===== config.mk =====
export PLATFORM = sky130hd
export DESIGN_NAME = servo_jog_and_suction_controller
export DESIGN_NICKNAME = d
export VERILOG_FILES = /design/src/rtl/sjsc_pkg.sv /design/src/rtl/sjsc_core.sv /design/src/rtl/sjsc_pulse.sv /design/src/rtl/servo_jog_and_suction_controller.sv
export SDC_FILE = /design/constraint.sdc
export NUM_CORES = 2
export LEC_CHECK = 0
export BUFFER_PORTS_ARGS = -buffer_cell sky130_fd_sc_hd__clkbuf_2
export CAP_MARGIN = 10
export CORE_ASPECT_RATIO = 1.25
export CORE_MARGIN = 2
export CORE_UTILIZATION = 55
export DETAILED_ROUTE_END_ITERATION = 12
export MAX_ROUTING_LAYER = met4
export PLACE_DENSITY = 0.72
export SYNTH_ARGS = -nofsm -noshare
export SYNTH_HDL_FRONTEND = slang
export SYNTH_SLANG_ARGS = --single-unit

===== constraint.sdc =====
create_clock -name clk -period 19.9 [get_ports clk]
set_input_delay 2.985 -clock clk [delete_from_list [all_inputs] [get_ports clk]]
set_output_delay 2.985 -clock clk [all_outputs]
set_load 0.01 [all_outputs]

===== src/rtl/sjsc_pkg.sv =====
// shared types and constants of the servo jog and suction controller
`default_nettype none

package sjsc_pkg;

    localparam int ANGLE_W   = 18;
    localparam int GAIN_W    = 10;
    localparam int HOLD_W    = 16;
    localparam int TIME_W    = 32;
    localparam int JOY_W     = 16;
    localparam int DELTA_W   = 26;
    localparam int PULSE_W   = 8;
    localparam int SEL_W     = 3;
    localparam int NUM_PULSES = 4;
    localparam int CFG_IDX_W  = 3;
    localparam int CFG_DATA_W = 18;

    localparam logic [ANGLE_W-1:0] ANGLE_MAX = 18'd180000;
    localparam logic [ANGLE_W-1:0] PULSE_DIV = 18'd900;
    localparam logic [PULSE_W-1:0] PULSE_BASE = 8'd50;

    // floor(a / 900) == (a * 149131) >> 27 for every a up to full scale
    localparam logic [ANGLE_W-1:0] PULSE_RECIP = 18'd149131;
    localparam int                 PULSE_SHIFT = 27;

    localparam logic [SEL_W-1:0] SEL_NONE     = 3'd4;
    localparam logic [SEL_W-1:0] SEL_REVERSED = 3'd2;
    localparam logic [1:0]       MODE_JOG     = 2'd1;

    // register indexes of the configuration port
    localparam logic [CFG_IDX_W-1:0] REG_PRESET_A = 3'd0;
    localparam logic [CFG_IDX_W-1:0] REG_PRESET_B = 3'd1;
    localparam logic [CFG_IDX_W-1:0] REG_PRESET_C = 3'd2;
    localparam logic [CFG_IDX_W-1:0] REG_PRESET_D = 3'd3;
    localparam logic [CFG_IDX_W-1:0] REG_STARTUP  = 3'd4;
    localparam logic [CFG_IDX_W-1:0] REG_JOG_GAIN = 3'd5;
    localparam logic [CFG_IDX_W-1:0] REG_HOLD_MS  = 3'd6;

    // reset values of the registers
    localparam logic [ANGLE_W-1:0] RST_PRESET_A = 18'd90000;
    localparam logic [ANGLE_W-1:0] RST_PRESET_B = 18'd31000;
    localparam logic [ANGLE_W-1:0] RST_PRESET_C = 18'd64000;
    localparam logic [ANGLE_W-1:0] RST_PRESET_D = 18'd95000;
    localparam logic [ANGLE_W-1:0] RST_STARTUP  = 18'd90000;
    localparam logic [GAIN_W-1:0]  RST_JOG_GAIN = 10'd3;
    localparam logic [HOLD_W-1:0]  RST_HOLD_MS  = 16'd500;

    typedef struct packed {
        logic [NUM_PULSES-1:0][ANGLE_W-1:0] preset_angle;
        logic [ANGLE_W-1:0]                 startup_angle;
        logic [HOLD_W-1:0]                  release_hold_ms;
    } cfg_t;

    typedef struct packed {
        logic [TIME_W-1:0]         now_ms;
        logic signed [DELTA_W-1:0] jog_delta;
        logic [1:0]                mode;
        logic [3:0]                buttons;
        logic                      suction_switch;
        logic                      preset_switch;
    } tick_t;

    typedef struct packed {
        logic [NUM_PULSES-1:0][ANGLE_W-1:0] angle;
        logic                               pump_on;
        logic                               valve_open;
        logic [SEL_W-1:0]                   servo_sel;
        logic                               suction_flag;
    } result_t;

endpackage

`default_nettype wire


===== src/rtl/sjsc_core.sv =====
// per-tick state update: priming, preset, selection, jog and suction control
`default_nettype none

module sjsc_core #(
    parameter int NUM_SERVOS = 4
) (
    input  wire logic            clk,
    input  wire logic            rst_n,
    input  wire logic            tick_valid,
    input  wire sjsc_pkg::tick_t tick,
    input  wire sjsc_pkg::cfg_t  cfg,
    output logic                 tick_ready,
    input  wire logic            mid_ready,
    output logic                 mid_valid,
    output sjsc_pkg::result_t    mid
);
    import sjsc_pkg::*;

    localparam int ACTIVE = (NUM_SERVOS < NUM_PULSES) ? NUM_SERVOS : NUM_PULSES;

    logic [ANGLE_W-1:0] angle_reg [ACTIVE];
    logic [ANGLE_W-1:0] angle_next [ACTIVE];
    logic               prev_suction_reg, prev_suction_next;
    logic               prev_preset_reg, prev_preset_next;
    logic               primed_reg;
    logic               releasing_reg, releasing_next;
    logic [TIME_W-1:0]  release_start_reg, release_start_next;
    logic               pump_reg, pump_next;
    logic               valve_reg, valve_next;
    logic               suction_reg, suction_next;
    logic               mid_valid_reg;
    result_t            mid_reg, mid_next;

    logic [SEL_W-1:0]          sel;
    logic [ANGLE_W-1:0]        sel_angle;
    logic [ANGLE_W-1:0]        jog_angle;
    logic signed [DELTA_W-1:0] delta;
    logic signed [DELTA_W:0]   sum;
    logic                      prev_p;
    logic                      prev_s;
    logic [TIME_W-1:0]         elapsed;
    logic                      advance;

    assign advance    = tick_valid && tick_ready;
    assign tick_ready = !mid_valid_reg || mid_ready;

    always_comb
    begin
        // first tick: startup angles, previous switches follow this tick
        for (int i = 0; i < ACTIVE; i++)
        begin
            angle_next[i] = primed_reg ? angle_reg[i] : cfg.startup_angle;
        end
        prev_p = primed_reg ? prev_preset_reg : tick.preset_switch;
        prev_s = primed_reg ? prev_suction_reg : tick.suction_switch;

        if (tick.preset_switch && !prev_p)
        begin
            for (int i = 0; i < ACTIVE; i++)
            begin
                angle_next[i] = cfg.preset_angle[i];
            end
        end
        prev_preset_next = tick.preset_switch;

        // lowest pressed button wins
        sel = SEL_NONE;
        for (int i = ACTIVE - 1; i >= 0; i--)
        begin
            if (tick.buttons[i])
            begin
                sel = SEL_W'(i);
            end
        end

        sel_angle = '0;
        for (int i = 0; i < ACTIVE; i++)
        begin
            if (sel == SEL_W'(i))
            begin
                sel_angle = angle_next[i];
            end
        end

        delta = (sel == SEL_REVERSED) ? -tick.jog_delta : tick.jog_delta;
        sum   = $signed({{(DELTA_W + 1 - ANGLE_W){1'b0}}, sel_angle}) + (DELTA_W + 1)'(delta);
        if (sum < 0)
        begin
            jog_angle = '0;
        end
        else if (sum > $signed({{(DELTA_W + 1 - ANGLE_W){1'b0}}, ANGLE_MAX}))
        begin
            jog_angle = ANGLE_MAX;
        end
        else
        begin
            jog_angle = sum[ANGLE_W-1:0];
        end

        if (tick.mode == MODE_JOG)
        begin
            for (int i = 0; i < ACTIVE; i++)
            begin
                if (sel == SEL_W'(i))
                begin
                    angle_next[i] = jog_angle;
                end
            end
        end

        // suction switch change
        pump_next          = pump_reg;
        valve_next         = valve_reg;
        releasing_next     = releasing_reg;
        release_start_next = release_start_reg;
        suction_next       = suction_reg;
        if (tick.suction_switch != prev_s)
        begin
            if (tick.suction_switch)
            begin
                valve_next     = 1'b0;
                pump_next      = 1'b1;
                releasing_next = 1'b0;
                suction_next   = 1'b1;
            end
            else
            begin
                pump_next          = 1'b0;
                valve_next         = 1'b1;
                releasing_next     = 1'b1;
                release_start_next = tick.now_ms;
                suction_next       = 1'b0;
            end
        end
        prev_suction_next = tick.suction_switch;

        // valve closes itself once the hold time has passed
        elapsed = tick.now_ms - release_start_next;
        if (releasing_next && (elapsed > {{(TIME_W - HOLD_W){1'b0}}, cfg.release_hold_ms}))
        begin
            valve_next     = 1'b0;
            releasing_next = 1'b0;
        end

        mid_next = '0;
        for (int i = 0; i < ACTIVE; i++)
        begin
            mid_next.angle[i] = angle_next[i];
        end
        mid_next.pump_on      = pump_next;
        mid_next.valve_open   = valve_next;
        mid_next.servo_sel    = sel;
        mid_next.suction_flag = suction_next;
    end

    always_ff @(posedge clk or negedge rst_n)
    begin
        if (!rst_n)
        begin
            for (int i = 0; i < ACTIVE; i++)
            begin
                angle_reg[i] <= RST_STARTUP;
            end
            prev_suction_reg  <= 1'b0;
            prev_preset_reg   <= 1'b0;
            primed_reg        <= 1'b0;
            releasing_reg     <= 1'b0;
            release_start_reg <= '0;
            pump_reg          <= 1'b0;
            valve_reg         <= 1'b0;
            suction_reg       <= 1'b0;
            mid_valid_reg     <= 1'b0;
        end
        else
        begin
            if (tick_ready)
            begin
                mid_valid_reg <= tick_valid;
            end
            if (advance)
            begin
                for (int i = 0; i < ACTIVE; i++)
                begin
                    angle_reg[i] <= angle_next[i];
                end
                prev_suction_reg  <= prev_suction_next;
                prev_preset_reg   <= prev_preset_next;
                primed_reg        <= 1'b1;
                releasing_reg     <= releasing_next;
                release_start_reg <= release_start_next;
                pump_reg          <= pump_next;
                valve_reg         <= valve_next;
                suction_reg       <= suction_next;
            end
        end
    end

    always_ff @(posedge clk)
    begin
        if (advance)
        begin
            mid_reg <= mid_next;
        end
    end

    assign mid_valid = mid_valid_reg;
    assign mid       = mid_reg;

endmodule

`default_nettype wire


===== src/rtl/sjsc_pulse.sv =====
// angle to timer compare conversion and the result register
`default_nettype none

module sjsc_pulse (
    input  wire logic              clk,
    input  wire logic              rst_n,
    input  wire logic              mid_valid,
    input  wire sjsc_pkg::result_t mid,
    output logic                   mid_ready,
    output logic                   out_valid,
    input  wire logic              out_stall,
    output logic [7:0]             pulse_a,
    output logic [7:0]             pulse_b,
    output logic [7:0]             pulse_c,
    output logic [7:0]             pulse_d,
    output logic                   pump_on,
    output logic                   valve_open,
    output logic [2:0]             servo_sel,
    output logic                   suction_flag
);
    import sjsc_pkg::*;

    logic                               out_valid_reg;
    logic [NUM_PULSES-1:0][PULSE_W-1:0] pulse_reg, pulse_next;
    logic                               pump_reg;
    logic                               valve_reg;
    logic [SEL_W-1:0]                   sel_reg;
    logic                               suction_reg;

    // clamp, divide by 900 through a reciprocal multiply, exact up to full scale, and add the base
    function automatic logic [PULSE_W-1:0] pulse_of(input logic [ANGLE_W-1:0] angle);
        logic [ANGLE_W-1:0]   a;
        logic [2*ANGLE_W-1:0] prod;
        a    = (angle > ANGLE_MAX) ? ANGLE_MAX : angle;
        prod = a * PULSE_RECIP;
        return PULSE_BASE + prod[PULSE_SHIFT+PULSE_W-1:PULSE_SHIFT];
    endfunction

    assign mid_ready = !out_valid_reg || !out_stall;

    always_comb
    begin
        for (int i = 0; i < NUM_PULSES; i++)
        begin
            pulse_next[i] = pulse_of(mid.angle[i]);
        end
    end

    always_ff @(posedge clk or negedge rst_n)
    begin
        if (!rst_n)
        begin
            out_valid_reg <= 1'b0;
        end
        else if (mid_ready)
        begin
            out_valid_reg <= mid_valid;
        end
    end

    always_ff @(posedge clk)
    begin
        if (mid_ready && mid_valid)
        begin
            pulse_reg   <= pulse_next;
            pump_reg    <= mid.pump_on;
            valve_reg   <= mid.valve_open;
            sel_reg     <= mid.servo_sel;
            suction_reg <= mid.suction_flag;
        end
    end

    assign out_valid    = out_valid_reg;
    assign pulse_a      = pulse_reg[0];
    assign pulse_b      = pulse_reg[1];
    assign pulse_c      = pulse_reg[2];
    assign pulse_d      = pulse_reg[3];
    assign pump_on      = pump_reg;
    assign valve_open   = valve_reg;
    assign servo_sel    = sel_reg;
    assign suction_flag = suction_reg;

endmodule

`default_nettype wire


===== src/rtl/servo_jog_and_suction_controller.sv =====
// top level of the servo jog and suction controller
//
// channel   direction  handshake             payload
// in        input      in_valid / in_stall   now_ms joystick mode buttons suction_switch
//                                            preset_switch
// out       output     out_valid / out_stall pulse_a..pulse_d pump_on valve_open
//                                            servo_sel suction_flag
// cfg       input      cfg_wen               cfg_addr cfg_wdata, no read-back
//
// one item per cycle while out_stall is low; an accepted item passes through the
// input register, the state update stage and the compare-value stage, in that
// order, before its result is on the outputs
// the state update stage reads the servo state and writes its update back as
// each item advances, so each item sees everything left by the one before it
// a stall on the output ripples back through the three stages to in_stall
// reset clears the pipeline, the servo state and puts registers at defaults
`default_nettype none

module servo_jog_and_suction_controller #(
    parameter int NUM_SERVOS = 4
) (
    input  wire logic                           clk,
    input  wire logic                           rst_n,
    // item input
    input  wire logic                           in_valid,
    output logic                                in_stall,
    input  wire logic [31:0]                    now_ms,
    input  wire logic signed [15:0]             joystick,
    input  wire logic [1:0]                     mode,
    input  wire logic [3:0]                     buttons,
    input  wire logic                           suction_switch,
    input  wire logic                           preset_switch,
    // item output
    output logic                                out_valid,
    input  wire logic                           out_stall,
    output logic [7:0]                          pulse_a,
    output logic [7:0]                          pulse_b,
    output logic [7:0]                          pulse_c,
    output logic [7:0]                          pulse_d,
    output logic                                pump_on,
    output logic                                valve_open,
    output logic [2:0]                          servo_sel,
    output logic                                suction_flag,
    // configuration writes
    input  wire logic                           cfg_wen,
    input  wire logic [sjsc_pkg::CFG_IDX_W-1:0] cfg_addr,
    input  wire logic [sjsc_pkg::CFG_DATA_W-1:0] cfg_wdata
);
    import sjsc_pkg::*;

    // configuration registers
    logic [NUM_PULSES-1:0][ANGLE_W-1:0] preset_reg;
    logic [ANGLE_W-1:0]                 startup_reg;
    logic [GAIN_W-1:0]                  gain_reg;
    logic [HOLD_W-1:0]                  hold_reg;
    cfg_t                               cfg;

    // input register
    logic                        s0_valid_reg;
    tick_t                       s0_reg;
    tick_t                       s0_next;
    logic                        s0_ready;
    logic signed [DELTA_W:0]     product;

    // between the state stage and the compare stage
    logic    mid_valid;
    logic    mid_ready;
    result_t mid;

    always_ff @(posedge clk or negedge rst_n)
    begin
        if (!rst_n)
        begin
            preset_reg[0] <= RST_PRESET_A;
            preset_reg[1] <= RST_PRESET_B;
            preset_reg[2] <= RST_PRESET_C;
            preset_reg[3] <= RST_PRESET_D;
            startup_reg   <= RST_STARTUP;
            gain_reg      <= RST_JOG_GAIN;
            hold_reg      <= RST_HOLD_MS;
        end
        else if (cfg_wen)
        begin
            unique case (cfg_addr)
                REG_PRESET_A: preset_reg[0] <= cfg_wdata[ANGLE_W-1:0];
                REG_PRESET_B: preset_reg[1] <= cfg_wdata[ANGLE_W-1:0];
                REG_PRESET_C: preset_reg[2] <= cfg_wdata[ANGLE_W-1:0];
                REG_PRESET_D: preset_reg[3] <= cfg_wdata[ANGLE_W-1:0];
                REG_STARTUP:  startup_reg   <= cfg_wdata[ANGLE_W-1:0];
                REG_JOG_GAIN: gain_reg      <= cfg_wdata[GAIN_W-1:0];
                REG_HOLD_MS:  hold_reg      <= cfg_wdata[HOLD_W-1:0];
                default:      ; // writes past the last register are dropped
            endcase
        end
    end

    assign cfg.preset_angle    = preset_reg;
    assign cfg.startup_angle   = startup_reg;
    assign cfg.release_hold_ms = hold_reg;

    // the jog step is formed ahead of the input register; the user must change
    // the gain only while the block is idle, which the block does not enforce
    assign product = joystick * $signed({1'b0, gain_reg});

    always_comb
    begin
        s0_next.now_ms         = now_ms;
        s0_next.jog_delta      = product[DELTA_W-1:0];
        s0_next.mode           = mode;
        s0_next.buttons        = buttons;
        s0_next.suction_switch = suction_switch;
        s0_next.preset_switch  = preset_switch;
    end

    assign in_stall = !(!s0_valid_reg || s0_ready);

    always_ff @(posedge clk or negedge rst_n)
    begin
        if (!rst_n)
        begin
            s0_valid_reg <= 1'b0;
        end
        else if (!in_stall)
        begin
            s0_valid_reg <= in_valid;
        end
    end

    always_ff @(posedge clk)
    begin
        if (in_valid && !in_stall)
        begin
            s0_reg <= s0_next;
        end
    end

    sjsc_core #(
        .NUM_SERVOS (NUM_SERVOS)
    ) u_core (
        .clk        (clk),
        .rst_n      (rst_n),
        .tick_valid (s0_valid_reg),
        .tick       (s0_reg),
        .cfg        (cfg),
        .tick_ready (s0_ready),
        .mid_ready  (mid_ready),
        .mid_valid  (mid_valid),
        .mid        (mid)
    );

    sjsc_pulse u_pulse (
        .clk          (clk),
        .rst_n        (rst_n),
        .mid_valid    (mid_valid),
        .mid          (mid),
        .mid_ready    (mid_ready),
        .out_valid    (out_valid),
        .out_stall    (out_stall),
        .pulse_a      (pulse_a),
        .pulse_b      (pulse_b),
        .pulse_c      (pulse_c),
        .pulse_d      (pulse_d),
        .pump_on      (pump_on),
        .valve_open   (valve_open),
        .servo_sel    (servo_sel),
        .suction_flag (suction_flag)
    );

endmodule

`default_nettype wire

==> metrics.md <==
| Metric | Value |
|---|---|
| EDFF count, synth | 182 |
| Hold WC Path Type | flip-flop to flip-flop |
| CTS H-tree lvls | 2 |
| Register area share after synthesis | 0.244 |
| Sum Neg Setup Slack | 0 ns |
| Synth warn | 0 |
| Max reg flops | 78 |
| Pre-antenna DRT Iters | 6 |
| DRT antenna net count | 0 |
| Fin. Hold Viols | 0 |
| CTS tree | built |
| Primary FF master, synth | edfxtp_1 |
| Critical Path End Type | flip-flop |
| Fraction of layout cells with a size suffix above 1 | 0.113 |
| CP max-delay cell | a2111oi_0 |
| Core Util, Final | 0.590 |
| Critical path's most frequent cell | inv_1 |
| F_max | roughly 0.11 GHz |
| Yosys reg bits | around 410 |
| Clock Latency Late Sink | roughly 0.65 ns |
| Crit Path Class | flip-flop to flip-flop |
| WHS Path Cells | 0 |
| Most common cell after layout, fill and taps aside | inv_1 |
| Synth Area per Inst | 9.75 um2 |
| Die ar. | between 80,000 and 90,000 um2 |
| Area delta synth->final | 6.72% |
| DR vias/cell | 5.56 |
| Skew final | 0.0535 ns |
| Core area | 84,000 um2 |
| Max cap viols | 0 |
| Hold_buf cts | 0 |
| Post-layout minimum cycle time | between 9 and 10 ns |
| Post-Place Worst Slack | roughly 10 ns |
| Postcts setup bufs | 0 |
| CTS Buffer Depth | 3 |
| Design Area, Final | 49,500 um2 |
| WL final | 108,000 um |
| Mapped Area | 46,400 um2 |
| Detail Placement HPWL | 87,900 um |
| Chip width | 264 um |
| CTS buffer count | 47 |
| Initial Util | 0.553 |
| Core Rows | 119 |
| Via count | 32,900 |
| DR iter-0 viols | 1,686 |
| Mapped Cells | 4,760 |
| Worst r2r path cells | 33 |
| First-pass GRT wire length | 178,000 um |
| Ys async rst share | 0.558 |
| Outcome | complete, no violations |
| Max stage delay on crit path | 1.01 ns |
| Sink Count | 412 |
| Final setup viols | 0 |
| RSZ-0062 raised after global routing | no |
| Residual DRC | 0 |
| GP Congestion | approximately 0.95 |
| IO Pins | 122 |
| Critical path peak fanout | 25 |
| DP Area | 48,000 um2 |
| GR Overflow Total | 0 |
| Most frequent cells in the layout | 878 x inv_1, 676 x ha_1, 448 x fa_1 |
| Final period utilization | 0.469 |
| Largest net degree at the start of global routing | 99 |
| Vias in the first global route | 34,300 |
| Worst EP required | 20.25 ns |
| Initial antenna violation count | 3 |
| Worst-Margin Slew | between 1 and 1.5 ns |
| Die Ht | approximately 330 um |
| Root Buffer Master | clkbuf_16 |
| Fin nets | around 6,000 |
| Slew margin rel. | 0.185 |
| Syn nets | slightly below 6,000 |
| Startpoint types | flip-flop |
| Worst path arrival time | 9.69 ns |
| Slew Limit Fails | 0 |
| GRT Total Usage | 0.264 |
| Wire per inst | 18.3 um |
| Setup WS post-layout | 10.57 ns |
| Buffers on Ports | 121 |
| Post-cts repair resize count | 0 |
| Post-synthesis cell type count | 85 |
| Reg clk slew, reported paths | 0.06 ns |
## worst max-delay path, delay by kind of cell (launching register included)
kind	cells	cell delay [ns]
simple gates	8	2.14
buf+inv	5	0.28
xor+xnor	2	0.18
flops	1	0.52
compound gates	10	2.75
fa+ha+maj	8	3.24
## Yosys cell counts, types with 8 or more instances
| master | instances | share of area |
|---|---|---|
| ha_1 | 676 | 0.18 |
| a31oi_1 | 30 | 0.0040 |
| nand2_1 | 347 | 0.028 |
| xnor2_1 | 134 | 0.025 |
| mux2_2 | 164 | 0.040 |
| fa_1 | 448 | 0.19 |
| dfstp_2 | 83 | 0.047 |
| a21oi_1 | 239 | 0.026 |
| o21bai_1 | 8 | 0.0013 |
| mux2i_1 | 33 | 0.0071 |
| clkbuf_1 | 133 | 0.011 |
| a211oi_1 | 11 | 0.0018 |
| and2_1 | 156 | 0.021 |
| o21ai_0 | 152 | 0.016 |
| o31ai_1 | 15 | 0.0024 |
| o221ai_1 | 31 | 0.0059 |
| o21a_1 | 27 | 0.0044 |
| nand3b_1 | 8 | 0.0013 |
| or4_1 | 10 | 0.0016 |
| o211ai_1 | 15 | 0.0024 |
| nand2b_1 | 31 | 0.0042 |
| nand4_1 | 21 | 0.0028 |
| a21o_1 | 51 | 0.0083 |
| o21ai_1 | 14 | 0.0015 |
| nor2_1 | 227 | 0.018 |
| nand3_1 | 43 | 0.0046 |
| xor2_1 | 68 | 0.013 |
| nor4_1 | 9 | 0.0012 |
| or3_1 | 14 | 0.0019 |
| buf_1 | 24 | 0.0019 |
| inv_1 | 879 | 0.071 |
| dfrtp_1 | 147 | 0.079 |
| a22oi_1 | 23 | 0.0037 |
| and3_1 | 17 | 0.0023 |
| nor3_1 | 30 | 0.0032 |
| edfxtp_1 | 182 | 0.12 |
| o31a_1 | 16 | 0.0030 |
| o22ai_1 | 13 | 0.0018 |
| nor2b_1 | 78 | 0.011 |
| or2_2 | 43 | 0.0058 |
## cell families (layout without fill, tap and decap cells)
kind of cell	after synthesis	count (layout)	share of synthesized area
other	0	4	0
buffers and inverters	1041	1110	0.0846
XOR/XNOR	202	202	0.0381
AND/OR/NAND/NOR	1067	1067	0.113
multiplexers	197	197	0.0469
flip-flops	412	412	0.244
AO/OA/AOI/OAI	716	716	0.0970
adder cells (fa/ha/maj)	1125	1125	0.376
## per-stage QoR
stage,instances,hold WS (ns)
finish,5922,0.431
global route,5921,0.437
CTS,5918,0.433
detailed placement,5830,0.418
global placement,5830,0.406
floorplan,4760,0.400
## worst paths after layout
path                          startpoint            endpoint  slack (ns)
min in group asynchronous          rst_n         gain_reg[3]        2.36
min reg2reg                u_core.mid[4]  u_pulse.valve_open        0.43
max reg2reg                u_core.mid[8]  u_pulse.pulse_a[7]       10.57
max                        u_core.mid[8]  u_pulse.pulse_a[7]       10.57
min                        u_core.mid[4]  u_pulse.valve_open        0.43
max in group asynchronous          rst_n   u_core.primed_reg       15.99
## layout make-up
| type | instances | area, um2 |
|---|---|---|
| fill | 7279 | 34500 |
| multi-input combinational | 3307 | 31200 |
| sequential | 412 | 11300 |
| inverter | 879 | 3300 |
| tap | 1089 | 1360 |
| clock buffer | 60 | 1290 |
| timing repair buffer | 143 | 781 |
| clock inverter | 28 | 256 |
| antenna | 4 | 10.0 |
## layer usage
layer  part of all wire  vias up  wire length (um)  track usage
li1                   -    15800                 -            -
met1               0.41    16100             44200        0.311
met2               0.51      791             54800        0.464
met3              0.041      272              4440       0.0271
met4              0.046        0              5010        0.107
met5                  0        -                 0            -
Power is not shown: default switching activity piles up to over one toggle a cycle in this logic, so the estimate is an artifact.
